### src/rtl/wgpk_pkg.sv
// Package: shared types, constants and weight lookup for the pair kernel.
`default_nettype none
package wgpk_pkg;

  localparam int unsigned CoordW    = 16;
  localparam int unsigned ElemW     = 7;
  localparam int unsigned GammaW    = 16;
  localparam int unsigned WeightW   = 10;
  localparam int unsigned ExpW      = 16;
  localparam int unsigned D2W       = 34;
  localparam int unsigned ProdW     = GammaW + D2W;
  localparam int unsigned AShift    = 13;
  localparam int unsigned AW        = ProdW - AShift;
  localparam int unsigned AIntMaxW  = ExpW + 5;
  localparam int unsigned Log2eW    = 31;
  localparam int unsigned TW        = AIntMaxW + Log2eW - 30;
  localparam int unsigned KW        = ExpW + 5;
  localparam int unsigned WtermW    = WeightW + ExpW;
  localparam int unsigned WsqW      = 2 * WeightW;
  localparam int unsigned AccW      = 48;
  localparam int unsigned WsqAccW   = 40;
  localparam int unsigned DivW      = WsqAccW + ExpW;
  localparam int unsigned QW        = 26;
  localparam int unsigned SimW      = 24;
  localparam int unsigned NoElem    = 9;

  localparam logic [Log2eW-1:0] Log2eQ30   = 31'd1549082005;
  localparam logic [QW-1:0]     RatioScale = 26'd65536000;
  localparam logic [GammaW-1:0] GammaReset = 16'd4096;

  typedef struct packed {
    logic [WtermW-1:0] wterm;
    logic [WsqW-1:0]   wsq;
    logic              last;
  } fentry_t;

  typedef struct packed {
    logic full;
    logic empty;
  } fstat_t;

  typedef logic [WeightW-1:0] wrow_t [NoElem];
  localparam wrow_t WTable [NoElem] = '{
    '{10'd42,  10'd67,  10'd63,  10'd69,  10'd68,  10'd115, 10'd115, 10'd136, 10'd162},
    '{10'd67,  10'd107, 10'd100, 10'd111, 10'd108, 10'd183, 10'd183, 10'd215, 10'd258},
    '{10'd63,  10'd100, 10'd95,  10'd105, 10'd102, 10'd172, 10'd172, 10'd203, 10'd243},
    '{10'd69,  10'd111, 10'd105, 10'd116, 10'd112, 10'd190, 10'd190, 10'd224, 10'd268},
    '{10'd68,  10'd108, 10'd102, 10'd112, 10'd109, 10'd185, 10'd185, 10'd217, 10'd259},
    '{10'd115, 10'd183, 10'd172, 10'd190, 10'd185, 10'd314, 10'd314, 10'd369, 10'd442},
    '{10'd115, 10'd183, 10'd172, 10'd190, 10'd185, 10'd314, 10'd314, 10'd369, 10'd442},
    '{10'd136, 10'd215, 10'd203, 10'd224, 10'd217, 10'd369, 10'd369, 10'd434, 10'd522},
    '{10'd162, 10'd258, 10'd243, 10'd268, 10'd259, 10'd442, 10'd442, 10'd522, 10'd623}
  };

  function automatic logic [3:0] elem_idx(input logic [ElemW-1:0] z);
    logic [3:0] r;
    case (z)
      7'd1:    r = 4'd0;
      7'd6:    r = 4'd1;
      7'd7:    r = 4'd2;
      7'd8:    r = 4'd3;
      7'd9:    r = 4'd4;
      7'd16:   r = 4'd5;
      7'd17:   r = 4'd6;
      7'd35:   r = 4'd7;
      7'd53:   r = 4'd8;
      default: r = 4'(NoElem);
    endcase
    return r;
  endfunction

  // table is symmetric, so the pair order does not matter
  function automatic logic [WeightW-1:0] pair_weight(input logic [ElemW-1:0] e1,
                                                     input logic [ElemW-1:0] e2);
    logic [3:0] a;
    logic [3:0] b;
    a = elem_idx(e1);
    b = elem_idx(e2);
    if (a == 4'(NoElem) || b == 4'(NoElem)) return '0;
    return WTable[a][b];
  endfunction

endpackage
`default_nettype wire

### src/rtl/wgpk_fifo.sv
// Four-word queue between the front and the back.
`default_nettype none
module wgpk_fifo import wgpk_pkg::*; (
  input  wire logic    clk_i,
  input  wire logic    rst_ni,
  input  wire logic    push_i,
  input  wire fentry_t push_data_i,
  input  wire logic    pop_i,
  output fentry_t      pop_data_o,
  output fstat_t       stat_o
);

  fentry_t    mem_q [4];
  logic [1:0] wr_q, rd_q;
  logic [2:0] cnt_q;

  always_ff @(posedge clk_i) begin
    if (push_i) mem_q[wr_q] <= push_data_i;
  end

  always_ff @(posedge clk_i or negedge rst_ni) begin
    if (!rst_ni) begin
      wr_q  <= '0;
      rd_q  <= '0;
      cnt_q <= '0;
    end else begin
      if (push_i) wr_q <= wr_q + 2'd1;
      if (pop_i)  rd_q <= rd_q + 2'd1;
      cnt_q <= cnt_q + 3'(push_i) - 3'(pop_i);
    end
  end

  assign pop_data_o   = mem_q[rd_q];
  assign stat_o.full  = (cnt_q == 3'd4);
  assign stat_o.empty = (cnt_q == 3'd0);

endmodule
`default_nettype wire

### config.mk
export PLATFORM = sky130hd
export DESIGN_NAME = wgpk_fifo
export DESIGN_NICKNAME = d
export VERILOG_FILES = /design/src/rtl/wgpk_pkg.sv /design/src/rtl/wgpk_fifo.sv
export SDC_FILE = /design/constraint.sdc
export NUM_CORES = 1
export LEC_CHECK = 0
export BUFFER_PORTS_ARGS = -buffer_cell sky130_fd_sc_hd__buf_2
export CAP_MARGIN = 20
export CORE_MARGIN = 5
export CORE_UTILIZATION = 45
export CTS_CLUSTER_DIAMETER = 120
export DETAILED_ROUTE_END_ITERATION = 16
export PLACE_DENSITY = 0.71
export SYNTH_ARGS = -nofsm -noshare
export SYNTH_HDL_FRONTEND = slang
export SYNTH_SLANG_ARGS = --single-unit
### constraint.sdc
create_clock -name clk_i -period 2.5 [get_ports clk_i]
set_input_delay 0.125 -clock clk_i [delete_from_list [all_inputs] [get_ports clk_i]]
set_output_delay 0.125 -clock clk_i [all_outputs]
set_load 0.01 [all_outputs]
After elaboration in Yosys (flattened, before gate mapping)
Memories as Yosys holds them, arrays and structs flattened. Cells that the tools add are included.

ROM bits: 0. Flip-flop bits (word level): 7. Memory bits (writable): 188. Output and inout bits: 49. Memories: 1. Word-level logic and storage cells: 12. Latch bits: 0. Input bits: 51.

Memories: mem_q (depth 4, width 47, rd ports 1, clocked after Yosys merged registers in 0, wr ports 1, RTL line wgpk_fifo.sv:13) `fentry_t mem_q [4];`.

Magnitude comparators: 0. Reduce and logical (&&, ||, !) cells: 1. Multipliers: 0. Multiplexer cells: 2. Add/subtract/negate cells: 4. Eq/ne operators: 1. Bitwise gates (word level): 0. Shift-type cells: 0. Div/mod/pow operators: 0.

Operators with widths (number): $add 2x1->2 const B (2); $add 3x1->3 (1); $eq 3x3->1 const B (1); $logic_not 3->1 (1); $sub 3x1->3 (1); $mux 1 (2).

Longest topological paths before layout
Depth after elaboration: 2. Depth in mapped cells: 6. Gate-level depth less buffers: 6.

Worst setup path after synthesis
No wires, ideal clock.

Path type: register to register. Start: register wr_q[0]. End: memory mem_q[0][0] in the netlist's numbering (enable). Library setup time: 409 ps. Buffers on the path: 0. Period minus slack after synthesis: 2155 ps. Setup slack: 345 ps. Cell stages (with the launch flop): 4. Data arrival time: 1746 ps. Required time: 2091 ps. Path through: dfrtp_1 -> inv_1 -> ha_1 -> and2_1.

RTL lines: start, declared (RTL line wgpk_fifo.sv:14) `logic [1:0] wr_q, rd_q;`; start signal, assigned (RTL line wgpk_fifo.sv:27) `if (push_i) wr_q <= wr_q + 2'd1;`; end, declared (RTL line wgpk_fifo.sv:13).

No word-level cell before the write port.

==> results_dict.tcl <==
set metrics [dict create \
    total_power_mw 9.72 \
    clockBufferDepth 2 \
    final_cells 677 \
    syn_to_final_growth_pct 25.1 \
    post_cts_resized 0 \
    crit_slowest_cell "dfrtp_4" \
    cell_internal_pwr_mw 6.96 \
    hp-class "input port to async pin" \
    leakage_nw 3.14 \
    fin_setup_tns_ps 0 \
    synth_area_leaders "edfxtp_1 78%, mux4_2 14%, dfrtp_1 2.4%" \
    worst-path-stages 3 \
    crit_family "flip-flops" \
    n_antenna_cell 0 \
    syn_inst 280 \
    worstSetupPathType "flip-flop to output pin" \
    grt_usage 0.145 \
    routed_wl_mm 12.6 \
    yosysTopAreaCell "edfxtp_1" \
    required_ps 2380 \
    cts_tree "built" \
    grt_pass1_vias 3775 \
    cts_sinks 195 \
    drc 0 \
    hold_violations 0 \
    worst_slew_pin_slew_ps 483 \
    cp_num_buf_inv 2 \
    critPathMaxFanout 19 \
    drv_slew 0 \
    cp-end-kind "output pin" \
    io_buffers 99 \
    max-vdd-ir-drop_uv 693 \
    antenna_found_initial 0 \
    clk_latency_ps 410 \
    synth.top_cell.area_share 0.785 \
    dp_hpwl_mm 7.46 \
    via_per_inst 4.96 \
    core_area_sq_um 15800 \
    h-tree-depth 4 \
    worstPathArrival_ps 2040 \
    initial_core_util 0.456 \
    setup-violations-final 0 \
    cts_root_buffer "clkbuf_16" \
    ys.warnings.count 0 \
    crit_chain "buf_12, mux4_2, buf_2" \
    power_switching_mw 2.76 \
    switching_share 0.284 \
    drv_cap 0 \
    power.share.clock 0.240 \
    status "complete, no violations" \
    powerDensity_nw_per_um2 1080 \
    mappedNetlistArea_sq_um 7190 \
    synth_fp_nets 338 \
    antenna_left 0 \
    die_x_um 136 \
    mostFrequentLayoutCell "edfxtp_1" \
    fmax_mhz 461 \
    final_cell_mix "188 x edfxtp_1, 99 x buf_2, 50 x dlygate4sd3_1" \
    slew_headroom 0.678 \
    critical_path.max_stage_delay_ps 690 \
    die_y_um 136 \
    drt_first_pass_iters 4 \
    drt-wirelength-per-cell_um 18.6 \
    seq_area_frac_synth 0.809 \
    drt_iter0_drc 148 \
    ioPinCount 100 \
    rsz0062_at_grt "false" \
    layout-drive-gt1-share 0.401 \
    die_area_sq_um 18600 \
    start_kind "flip-flop" \
    grt_max_degree 48 \
    comb_power_share 0.295 \
    dr_total_vias 3356 \
    p_seq_frac 0.465 \
    grt_pass1_wl_mm 19.7 \
    synth-seq-cells 195 \
    num_rows 46 \
    final.min_clock_period_ps 2170 \
    synth_cell_types 19 \
    reg2reg_depth 4 \
    gp_congestion 0.720 \
    cts-buffers-inserted 17 \
    clock_skew_ps 7.70 \
    grt-ovfl-total 0 \
    syn_area_per_cell_sq_um 25.7 \
    period_share 0.868 \
    nNetsFinal 506 \
    place_inst 595 \
    clk_pin_slew_worst_paths_ps 60 \
]
power by group through the flow:
stage | Sequential (mW) | Combinational, mW | Clock [mW]
after floorplan | 4.47 | 1.98 | 0
after global placement | 4.57 | 2.86 | 0
after detailed placement | 4.61 | 2.90 | 0
after CTS | 4.54 | 2.96 | 2.41
after global routing | 4.59 | 3.12 | 2.55
final | 4.52 | 2.86 | 2.34
state kept, by name, summed over array words and instances, names as in the netlist:
signal and flops:
rd_q 2, cnt_q 3, mem_q 188, wr_q 2
Yosys cell counts:
master / n
ha_1: 6
inv_1: 6
buf_12: 2
clkbuf_1: 2
xnor2_1: 2
and2_1: 4
mux4_1: 2
nor3_1: 1
nand2_1: 2
xor2_1: 3
edfxtp_1: 188
and3_1: 1
buf_2: 3
buf_6: 1
mux4_2: 45
dfrtp_1: 7
buf_4: 3
o21ai_0: 1
fa_1: 1
worst register-to-register path, delay by kind of cell (launching register included):
family                     cells  cell delay [ps]
and+or+nand+nor                1              140
buffers and inverters          2              520
DFF                            1              420
adders and majority gates      1              140
cells by family after synthesis:
logic type | Yosys count | share of synthesized area
DFF | 195 | 0.809
buffers and inverters | 17 | 0.0165
AOI/OAI and AO/OA | 1 | 0.000695
muxes | 47 | 0.148
adders and majority gates | 7 | 0.0132
and+or+nand+nor | 8 | 0.00609
xor gates and xnor gates | 5 | 0.00609
final timing paths:
check	to	slack, ps	startpoint
worst max-delay path	pop_data_o[7]	330	rd_q[0]
worst min-delay path	cnt_q[0]	60	rst_ni
worst max register to register	mem_q[2][24]	910	wr_q[0]
worst min register to register	wr_q[0]	530	wr_q[0]
max in group asynchronous	rd_q[0]	2250	rst_ni
min in group clk_i	mem_q[2][44]	450	push_data_i[44]
metal layers:
| layer | wire [um] | GRT usage | part of all wire | vias to the layer above |
|---|---|---|---|---|
| met1 | 5000 | 0.169 | 0.40 | 1756 |
| met2 | 6900 | 0.257 | 0.55 | 75 |
| li1 | - | - | - | 1518 |
| met5 | 0 | 0 | 0 | - |
| met3 | 612 | 0.0477 | 0.049 | 7 |
| met4 | 97 | 0.0437 | 0.0077 | 0 |
through the flow:
| stage | hold slack, ps | cell area (sq um) | setup slack [ps] | utilization |
|---|---|---|---|---|
| after floorplan | -171 | 7190 | 345 | - |
| after global placement | -34.8 | 7990 | 723 | 0.507 |
| after detailed placement | -21.9 | 7990 | 719 | 0.507 |
| after CTS | 47.8 | 9000 | 251 | 0.571 |
| after global routing | 58.4 | 9000 | 196 | 0.571 |
| final | 63.8 | 9000 | 330 | 0.571 |
cell type report:
| cell class | instances | area, sq um |
|---|---|---|
| Inverter | 6 | 22.5 |
| Timing Repair Buffer | 160 | 1120 |
| Multi-Input combinational cell | 68 | 1260 |
| Fill cell | 1209 | 6770 |
| Tap cell | 216 | 270 |
| Clock buffer | 22 | 444 |
| Sequential cell | 195 | 5830 |
| Clock inverter | 10 | 60.1 |
repair_timing:
| action | 4_1_cts | 5_1_grt |
|---|---|---|
| setup buffers | 0 | 0 |
| endpoints found under the hold margin | 198 | 0 |
| hold buffers | 50 | 0 |
(Power assumes the default switching activity.)
