==> config.mk <==
export PLATFORM = sky130hd
export DESIGN_NAME = wgpk_back
export DESIGN_NICKNAME = d
export VERILOG_FILES = /design/src/rtl/wgpk_pkg.sv /design/src/rtl/wgpk_back.sv
export SDC_FILE = /design/constraint.sdc
export NUM_CORES = 1
export LEC_CHECK = 0
export ABC_CLOCK_PERIOD_IN_PS = 17600
export BUFFER_PORTS_ARGS = -buffer_cell sky130_fd_sc_hd__buf_2
export CAP_MARGIN = 30
export CORE_MARGIN = 2
export CORE_UTILIZATION = 40
export DETAILED_ROUTE_END_ITERATION = 8
export HOLD_SLACK_MARGIN = 0.15
export SLEW_MARGIN = 20
export SYNTH_ARGS = -nofsm -noshare
export SYNTH_HDL_FRONTEND = slang
export SYNTH_SLANG_ARGS = --single-unit
==> constraint.sdc <==
create_clock -name clk_i -period 17.6 [get_ports clk_i]
set_input_delay 3.52 -clock clk_i [delete_from_list [all_inputs] [get_ports clk_i]]
set_output_delay 3.52 -clock clk_i [all_outputs]
set_load 0.02 [all_outputs]
==> src/rtl/wgpk_pkg.sv <==
// Package: shared types, constants and weight lookup for the pair kernel.
`default_nettype none
package wgpk_pkg;

  localparam int unsigned CoordW    = 16;
  localparam int unsigned ElemW     = 7;
  localparam int unsigned GammaW    = 16;
  localparam int unsigned WeightW   = 10;
  localparam int unsigned ExpW      = 16;
  localparam int unsigned D2W       = 34;
  localparam int unsigned ProdW     = GammaW + D2W;
  localparam int unsigned AShift    = 13;
  localparam int unsigned AW        = ProdW - AShift;
  localparam int unsigned AIntMaxW  = ExpW + 5;
  localparam int unsigned Log2eW    = 31;
  localparam int unsigned TW        = AIntMaxW + Log2eW - 30;
  localparam int unsigned KW        = ExpW + 5;
  localparam int unsigned WtermW    = WeightW + ExpW;
  localparam int unsigned WsqW      = 2 * WeightW;
  localparam int unsigned AccW      = 48;
  localparam int unsigned WsqAccW   = 40;
  localparam int unsigned DivW      = WsqAccW + ExpW;
  localparam int unsigned QW        = 26;
  localparam int unsigned SimW      = 24;
  localparam int unsigned NoElem    = 9;

  localparam logic [Log2eW-1:0] Log2eQ30   = 31'd1549082005;
  localparam logic [QW-1:0]     RatioScale = 26'd65536000;
  localparam logic [GammaW-1:0] GammaReset = 16'd4096;

  typedef struct packed {
    logic [WtermW-1:0] wterm;
    logic [WsqW-1:0]   wsq;
    logic              last;
  } fentry_t;

  typedef struct packed {
    logic full;
    logic empty;
  } fstat_t;

  typedef logic [WeightW-1:0] wrow_t [NoElem];
  localparam wrow_t WTable [NoElem] = '{
    '{10'd42,  10'd67,  10'd63,  10'd69,  10'd68,  10'd115, 10'd115, 10'd136, 10'd162},
    '{10'd67,  10'd107, 10'd100, 10'd111, 10'd108, 10'd183, 10'd183, 10'd215, 10'd258},
    '{10'd63,  10'd100, 10'd95,  10'd105, 10'd102, 10'd172, 10'd172, 10'd203, 10'd243},
    '{10'd69,  10'd111, 10'd105, 10'd116, 10'd112, 10'd190, 10'd190, 10'd224, 10'd268},
    '{10'd68,  10'd108, 10'd102, 10'd112, 10'd109, 10'd185, 10'd185, 10'd217, 10'd259},
    '{10'd115, 10'd183, 10'd172, 10'd190, 10'd185, 10'd314, 10'd314, 10'd369, 10'd442},
    '{10'd115, 10'd183, 10'd172, 10'd190, 10'd185, 10'd314, 10'd314, 10'd369, 10'd442},
    '{10'd136, 10'd215, 10'd203, 10'd224, 10'd217, 10'd369, 10'd369, 10'd434, 10'd522},
    '{10'd162, 10'd258, 10'd243, 10'd268, 10'd259, 10'd442, 10'd442, 10'd522, 10'd623}
  };

  function automatic logic [3:0] elem_idx(input logic [ElemW-1:0] z);
    logic [3:0] r;
    case (z)
      7'd1:    r = 4'd0;
      7'd6:    r = 4'd1;
      7'd7:    r = 4'd2;
      7'd8:    r = 4'd3;
      7'd9:    r = 4'd4;
      7'd16:   r = 4'd5;
      7'd17:   r = 4'd6;
      7'd35:   r = 4'd7;
      7'd53:   r = 4'd8;
      default: r = 4'(NoElem);
    endcase
    return r;
  endfunction

  // table is symmetric, so the pair order does not matter
  function automatic logic [WeightW-1:0] pair_weight(input logic [ElemW-1:0] e1,
                                                     input logic [ElemW-1:0] e2);
    logic [3:0] a;
    logic [3:0] b;
    a = elem_idx(e1);
    b = elem_idx(e2);
    if (a == 4'(NoElem) || b == 4'(NoElem)) return '0;
    return WTable[a][b];
  endfunction

endpackage
`default_nettype wire

==> src/rtl/wgpk_back.sv <==
// Back: accumulates the two sums, divides on the last word and holds the result register.
`default_nettype none
module wgpk_back import wgpk_pkg::*; (
  input  wire logic    clk_i,
  input  wire logic    rst_ni,
  input  wire fentry_t pop_data_i,
  input  wire fstat_t  fstat_i,
  output logic         pop_o,
  output logic         out_valid_o,
  input  wire logic    out_stall_i,
  output logic [SimW-1:0] similarity_o,
  output logic         zero_weight_o
);

  typedef enum logic [1:0] {B_ACC, B_DIV, B_OUT} bstate_e;

  bstate_e             state_q;
  logic [AccW-1:0]     ws_q;
  logic [WsqAccW-1:0]  wsq_q;
  logic [AccW-1:0]     s_q;
  logic [DivW-1:0]     d_q;
  logic [DivW-1:0]     r_q;
  logic [QW-1:0]       q_q;
  logic [4:0]          bit_q;
  logic                phase_q;
  logic [SimW-1:0]     sim_q;
  logic                zw_q;
  logic                out_valid_q;
  logic [SimW-1:0]     out_sim_q;
  logic                out_zw_q;

  logic [AccW:0]      ws_sum;
  logic [WsqAccW:0]   wsq_sum;
  logic [AccW-1:0]    ws_n;
  logic [WsqAccW-1:0] wsq_n;
  logic [DivW:0]      r_try;
  logic               r_ge;
  logic               more;
  logic               out_free;
  logic               out_load;

  always_comb begin
    ws_sum  = (AccW+1)'(ws_q) + (AccW+1)'(pop_data_i.wterm);
    wsq_sum = (WsqAccW+1)'(wsq_q) + (WsqAccW+1)'(pop_data_i.wsq);
    ws_n    = ws_sum[AccW] ? '1 : ws_sum[AccW-1:0];
    wsq_n   = wsq_sum[WsqAccW] ? '1 : wsq_sum[WsqAccW-1:0];
    if (!phase_q) r_try = {r_q, 1'b0};
    else r_try = (DivW+1)'(r_q) + (DivW+1)'(s_q);
    r_ge     = (r_try >= (DivW+1)'(d_q));
    more     = !phase_q && RatioScale[bit_q];
    out_free = !out_valid_q || !out_stall_i;
    out_load = (state_q == B_OUT) && out_free;
  end

  assign pop_o = (state_q == B_ACC) && !fstat_i.empty;

  always_ff @(posedge clk_i or negedge rst_ni) begin
    if (!rst_ni) begin
      state_q     <= B_ACC;
      ws_q        <= '0;
      wsq_q       <= '0;
      out_valid_q <= 1'b0;
    end else begin
      out_valid_q <= out_load || (out_valid_q && out_stall_i);
      case (state_q)
        B_ACC: begin
          if (pop_o) begin
            if (pop_data_i.last) begin
              ws_q  <= '0;
              wsq_q <= '0;
              s_q   <= ws_n;
              d_q   <= {wsq_n, ExpW'(0)};
              r_q   <= '0;
              q_q   <= '0;
              bit_q <= 5'(QW - 1);
              phase_q <= 1'b0;
              if (wsq_n == '0) begin
                sim_q   <= '0;
                zw_q    <= 1'b1;
                state_q <= B_OUT;
              end else if ((DivW)'(ws_n) >= {wsq_n, ExpW'(0)}) begin
                sim_q   <= '1;
                zw_q    <= 1'b0;
                state_q <= B_OUT;
              end else begin
                zw_q    <= 1'b0;
                state_q <= B_DIV;
              end
            end else begin
              ws_q  <= ws_n;
              wsq_q <= wsq_n;
            end
          end
        end
        B_DIV: begin
          if (r_ge) begin
            r_q <= DivW'(r_try - (DivW+1)'(d_q));
          end else begin
            r_q <= r_try[DivW-1:0];
          end
          q_q <= (phase_q ? q_q : {q_q[QW-2:0], 1'b0}) + QW'(r_ge);
          if (more) begin
            phase_q <= 1'b1;
          end else begin
            phase_q <= 1'b0;
            if (bit_q == '0) state_q <= B_OUT;
            else bit_q <= bit_q - 5'd1;
          end
          if (!more && bit_q == '0) begin
            if (((phase_q ? q_q : {q_q[QW-2:0], 1'b0}) + QW'(r_ge)) >> SimW != '0) begin
              sim_q <= '1;
            end else begin
              sim_q <= SimW'((phase_q ? q_q : {q_q[QW-2:0], 1'b0}) + QW'(r_ge));
            end
          end
        end
        B_OUT: begin
          if (out_free) begin
            out_sim_q   <= sim_q;
            out_zw_q    <= zw_q;
            state_q     <= B_ACC;
          end
        end
        default: state_q <= B_ACC;
      endcase
    end
  end

  assign out_valid_o   = out_valid_q;
  assign similarity_o  = out_sim_q;
  assign zero_weight_o = out_zw_q;

endmodule
`default_nettype wire

; Yosys cells after proc, flatten, opt, wreduce, memory -nomap -nowiden
; Memory sizes are Yosys's and may differ from the RTL's. A register that Yosys moved wholly into a read port is not among the register bits.
; Index checks and enable logic that the tools add are counted.
[classes]
addsub = 6
reduce_logical = 24
mux = 40
n_eq_ne = 10
order_cmp = 3
[op_table]
columns = cell, count
row1 = 56-bit two-way mux, 3
row2 = 24-bit two-way mux, 6
row3 = 56-bit one-hot mux with 2 select lines, 1
row4 = 48-bit two-way mux, 2
row5 = 40-bit two-way mux, 2
row6 = 26-bit two-way mux, 3
row7 = 56-bit by 48-bit adder with 57-bit output, 1
row8 = 57-bit by 56-bit >= comparator with 1-bit output, 1
row9 = 57-bit two-way mux, 1
row10 = 48-bit by 56-bit >= comparator with 1-bit output, 1
row11 = 56-bit subtractor, 1
row12 = 26-bit one-hot mux with 2 select lines, 1
row13 = 48-bit by 26-bit adder with 49-bit output, 1
row14 = 24-bit one-hot mux with 2 select lines, 1
row15 = 40-bit by 20-bit adder with 41-bit output, 1
row16 = 40-bit zero test, 1
row17 = 26-bit by 1-bit adder with 26-bit output, 1
row18 = 26-bit nonzero test, 1
row19 = 5-bit two-way mux, 5
row20 = 2-bit two-way mux, 7
row21 = "2-bit != test, second input constant", 7
row22 = 6-bit AND reduction, 2
row23 = 5-bit one-hot mux with 2 select lines, 1
row24 = 4-bit AND reduction, 2
row25 = 17 further kinds, 30
[totals]
wordCells = 98
input_bits = 52
ff_bits = 317
out_inout_bits = 27
n_memories = 1
romBits = 32
[mem_list]
columns = memory, depth, word_bits, rd, rd_clocked_by_memory_dff, wr, line
row1 = (no name shown), 32, 1, 1, 1, 0, wgpk_back.sv:50  ; more = !phase_q && RatioScale[bit_q];

; Logic depth before layout (Yosys ltp)
[logic_depth]
ltp_word = 8
depth_mapped = 36
mapped_depth_nobuf = 33

; Worst setup path after synthesis
; Ideal clock, no wire load.
[synth_timing]
path_type = input-to-reg
from = input port fstat_i[0] in the netlist's numbering
to = register sim_q[0] (enable)
setup_ns = 0.414
setup_slack_ns = 0.449
n_path_buf = 0
cell_stages = 7
arrival_time_ns = 16.737
required_ns = 17.186
cell_sequence = inv_1 a21oi_1 nor3b_1 o21ai_0 nor2_1 nand2_1 o22ai_1
[synth_via]
elab_chain_cells = 4
[synth_rtl]
columns = item, line
row1 = "start, declared", wgpk_back.sv:7  ; input wire fstat_t fstat_i,
row2 = 1-bit zero test, wgpk_back.sv:55  ; assign pop_o = (state_q == B_ACC) && !fstat_i.empty;
row3 = 1-bit logical AND, wgpk_back.sv:55
row4 = 2-bit != test (no source line), -
row5 = 6-bit AND reduction (no source line), -
row6 = "end signal, assigned", wgpk_back.sv:113  ; sim_q <= SimW'((phase_q ? q_q : {q_q[QW-2:0], 1'b0}) + QW'(r_ge));
row7 = "end, declared", wgpk_back.sv:26  ; logic [SimW-1:0] sim_q;
; No other way between the ends.
; A chain may end at the register's enable or synchronous reset.

; Final worst setup path
[layout_timing]
from = input port pop_data_i[21] in the netlist's numbering
to = register sim_q[13] (enable)
[layout_via]
elab_chain_cells = 5
[layout_rtl]
columns = item, line
row1 = "start, declared", wgpk_back.sv:6  ; input wire fentry_t pop_data_i,
row2 = 48-bit by 26-bit adder with 49-bit output, wgpk_back.sv:43  ; ws_sum = (AccW+1)'(ws_q) + (AccW+1)'(pop_data_i.wterm);
row3 = 48-bit two-way mux, wgpk_back.sv:45  ; ws_n = ws_sum[AccW] ? '1 : ws_sum[AccW-1:0];
row4 = named net ws_n[25], wgpk_back.sv:34  ; logic [AccW-1:0] ws_n;
row5 = 48-bit by 56-bit >= comparator with 1-bit output, wgpk_back.sv:81  ; end else if ((DivW)'(ws_n) >= {wsq_n, ExpW'(0)}) begin
row6 = 3-bit by 1-bit != test with 1-bit output (no source line), -
row7 = 6-bit AND reduction (no source line), -
; The timed path passes the listed nets, and every way through them passes these cells.

==> summary.md <==
| Metric | Value |
|---|---|
| Dpl ws | `approximately 6.4 ns` |
| Maxcap violations | `0` |
| Die height | `244 um` |
| Worst Path Arrival | `roughly 11 ns` |
| Slew @ Worst Pin | `approximately 1.0 ns` |
| Post-layout min period | `10.78 ns` |
| Syn_nets | `approximately 2700` |
| Layout area overhead | `10.9%` |
| Vias per std cell | `between 5 and 6` |
| Routed wire length | `about 62000 um` |
| F_max | `0.0928 GHz` |
| Setup TNS | `0 ns` |
| Overall routing resource usage | `20.3%` |
| PwrDens | `roughly 210 nW/um^2` |
| Storage cell area | `9080 sq um` |
| Mean Syn Cell Area | `9.23 sq um` |
| R2r worst-path depth | `35` |
| Initial DRC Count | `1227` |
| Status | `finished, final reports clean` |
| Slew headroom | `32.6%` |
| Clock Latency Late Sink | `0.56 ns` |
| RePlAce Congestion | `0.954` |
| # H-tree levels | `2` |
| R2r setup slk | `7.35 ns` |
| Initial antenna violation count | `0` |
| Cells after synthesis | `2505` |
| Clock skew | `around 0.018 ns` |
| Critical R2R Capture | `sim_q[1]` |
| Critical path data required time | `17.91 ns` |
| Max VDD drop | `0.0960 mV` |
| Die X | `244 um` |
| Post-route cell area | `25700 sq um` |
| Final Max Tran Viols | `0` |
| Drt drc | `0` |
| Yosys reg bits | `318` |
| CP endpoint | `sim_q[13]` |
| Multi-input gate area | `~13000 sq um` |
| DIE AREA | `59800 sq um` |
| Setup bufs post-CTS | `0` |
| Final Util | `44.6%` |
| Worst setup path startpoint | `pop_data_i[21]` |
| Final worst slack | `6.82 ns` |
| Vias | `between 15000 and 20000` |
| Post-Syn Area | `23100 sq um` |
| Drt pass-1 iters | `5` |
| FF-to-FF Start | `r_q[0]` |
| # hold bufs at CTS | `0` |
| Placed Instance Area | `roughly 24000 sq um` |
| Layout cells sized above 1 | `10.9%` |
| Clock Sinks | `318` |
| Root buf cell | `clkbuf_16` |
| First-pass GRT wire length | `97400 um` |
| HP Class | `flip-flop to flip-flop` |
| Final net count | `2776` |
| Worst-path clk slew | `0.06 ns` |
| # rows | `slightly below 90` |
| Starting Density | `40.2%` |
| # resized after CTS | `0` |
| Setup crit start kind | `input port` |
| Critical path class | `input port to flip-flop` |
| CTS Buf Count | `38` |
| Dominant synthesized flop cell | `edfxtp_1` |
| Largest net degree at the start of global routing | `77` |
| Io pins | `79` |
| Core area | `57500 sq um` |
| Detail Placement HPWL | `approximately 47000 um` |
| # fillers | `roughly 5500` |
| Share of the yosys chip area belonging to registers | `approximately 39%` |
| Unique masters post-synth | `slightly below 90` |
| Period utilization | `just over 60%` |
| Setup-failing EPs final | `0` |
| Unrepaired setup endpoints after global routing | `false` |
| Number of nets with antenna violations after routing | `0` |
| Synth warn | `0` |
| Number of flops mapped to enable cells by yosys | `226` |
| Fin. Hold Viols | `0` |
| Global route overflow | `0` |
| P_leak | `between 10 and 15 nW` |
| Fraction of registers with async set/reset | `28.6%` |
| Port buffer count | `77` |
| TritonCTS clock tree | `done` |
| Number of global-route vias before repair | `18000` |
| Maximum root-to-sink buffer count | `3` |
| Hold_ws | `0.418 ns` |
| CP Max Fanout | `37` |
| Critical path endpoint category | `flip-flop` |
| Avg WL per Cell | `18.5 um` |
| # diodes | `0` |
[final cells by class]
type	count	share of cell area (%)
well taps	765	3.73
flip-flops and latches	318	35.4
multi-input cells	1970	51.8
inverters	116	1.70
clock buffers	43	3.82
repair buffers	106	2.46
clock inverters	25	1.13
[through the flow]
stage | power [W] | cells
2_1_floorplan | 0.00381 | 2505
3_3_place_gp | 0.00452 | 3270
3_5_place_dp | 0.00457 | 3271
4_1_cts | 0.00541 | 3339
5_1_grt | 0.00588 | 3343
6_report | 0.00544 | 3343
[power by group]
group	switching [W]	internal, W
Clock	0.000327	0.000478
Combinational	0.00200	0.00135
Sequential	0.000147	0.00113
[worst max-delay path, stage by stage]
cell and delay (ns):
buf_2 0.11, ha_1 0.22, fa_1 0.41, a21o_1 0.21, a22oi_1 0.29, a211oi_1 0.13
a221oi_1 0.40, a21oi_1 0.26, a31oi_1 0.55, nor2_1 0.32, nand2_1 0.40, buf_4 0.45
nand2_1 0.17, ha_1 0.33, a21o_1 0.16, a21o_1 0.17, a21oi_1 0.15, nor2_1 0.05
a2111oi_0 0.56, a31oi_1 0.28, a211o_1 0.39, a211oi_1 0.83, o22ai_2 0.41, buf_6 0.29
[cells by family after synthesis]
kind of cell             Yosys count  synth area share, %
AO/OA/AOI/OAI                    730                 20.8
multiplexers                      60                 2.80
XOR/XNOR                         160                 6.06
buffers and inverters            217                 3.59
AND/OR/NAND/NOR                  845                 17.9
flip-flops                       318                 39.3
adder cells (fa/ha/maj)          175                 9.58
[routing by layer]
layer  share of wire [%]  vias up  GRT usage (%)
met5                   0        -              0
met4                 2.7        0           6.40
met3                 5.6       92           2.52
met2                  43      556           31.2
met1                  49     9055           29.7
li1                    -     9375              -
[registers in the layout, indices dropped and copies added, names as in the netlist, named ones only]
register,flops
bit_q,5
similarity_o,24
state_q,2
wsq_q,40
d_q,40
out_valid_o,1
q_q,26
sim_q,24
zw_q,1
r_q,56
phase_q,1
s_q,48
ws_q,48
zero_weight_o,1
[Yosys cell counts, types with 7 or more instances]
cell	instances	share of area, %
nand4_1	34	0.92
and4_1	13	0.49
o211ai_1	23	0.75
clkbuf_1	90	1.5
a211oi_1	35	1.1
xnor2_1	101	3.8
o22ai_1	9	0.24
edfxtp_1	226	29
nand3_1	95	2.1
xor2_1	59	2.2
nor2_1	190	3.1
a31oi_1	33	0.89
buf_1	8	0.13
nor2b_1	30	0.81
o21bai_1	18	0.58
or2_2	21	0.57
o21a_1	25	0.81
a21o_1	84	2.7
nand2_1	240	3.9
o21ai_0	141	3.1
inv_1	115	1.9
ha_1	170	9.2
and3_1	42	1.1
dfrtp_1	91	9.8
nor3_1	55	1.2
nand2b_1	30	0.81
nor4_1	13	0.35
or3_1	10	0.27
o21ai_2	12	0.45
mux2i_1	22	0.95
or4_1	7	0.23
nand2b_2	9	0.34
a211o_1	11	0.42
a21oi_1	208	4.5
a22o_1	34	1.3
and2_1	31	0.84
mux2_2	38	1.8
[cells in the final DEF (no fill, tap or decap), types with 7 or more instances in the layout]
master     instances
nand3_1           95
a21o_1            84
and4_1            13
a31oi_1           33
nand4_1           34
o21a_1            25
buf_2             76
a21oi_1          208
inv_1            115
xnor2_1          101
nor2_1           188
nand2b_1          29
and2_1            31
o21ai_0          141
ha_1             170
o211ai_1          23
clkbuf_16         38
or4_1              7
nand2b_2           9
nor4_1            12
o21bai_1          18
edfxtp_1         226
nor2b_1           30
o21ai_2           13
xor2_1            59
a211o_1           11
buf_4             25
a211oi_1          35
mux2_2            38
mux2i_1           22
and3_1            42
a22o_1            34
dfrtp_1           91
or2_2             21
o22ai_1            8
nand2_1          240
or3_1              9
nor3_1            54
[worst min path at each step]
stage | from | end | cells after the start | slack, ns
after global routing | sim_q[13] | similarity_o[13] | 0 | 0.42
after global placement | sim_q[16] | similarity_o[16] | 0 | 0.40
after floorplan | sim_q[0] | similarity_o[0] | 0 | 0.40
after CTS | sim_q[22] | similarity_o[22] | 0 | 0.42
after detailed placement | sim_q[22] | similarity_o[22] | 0 | 0.41
final | sim_q[11] | similarity_o[11] | 0 | 0.42
(Power assumes the default switching activity.)
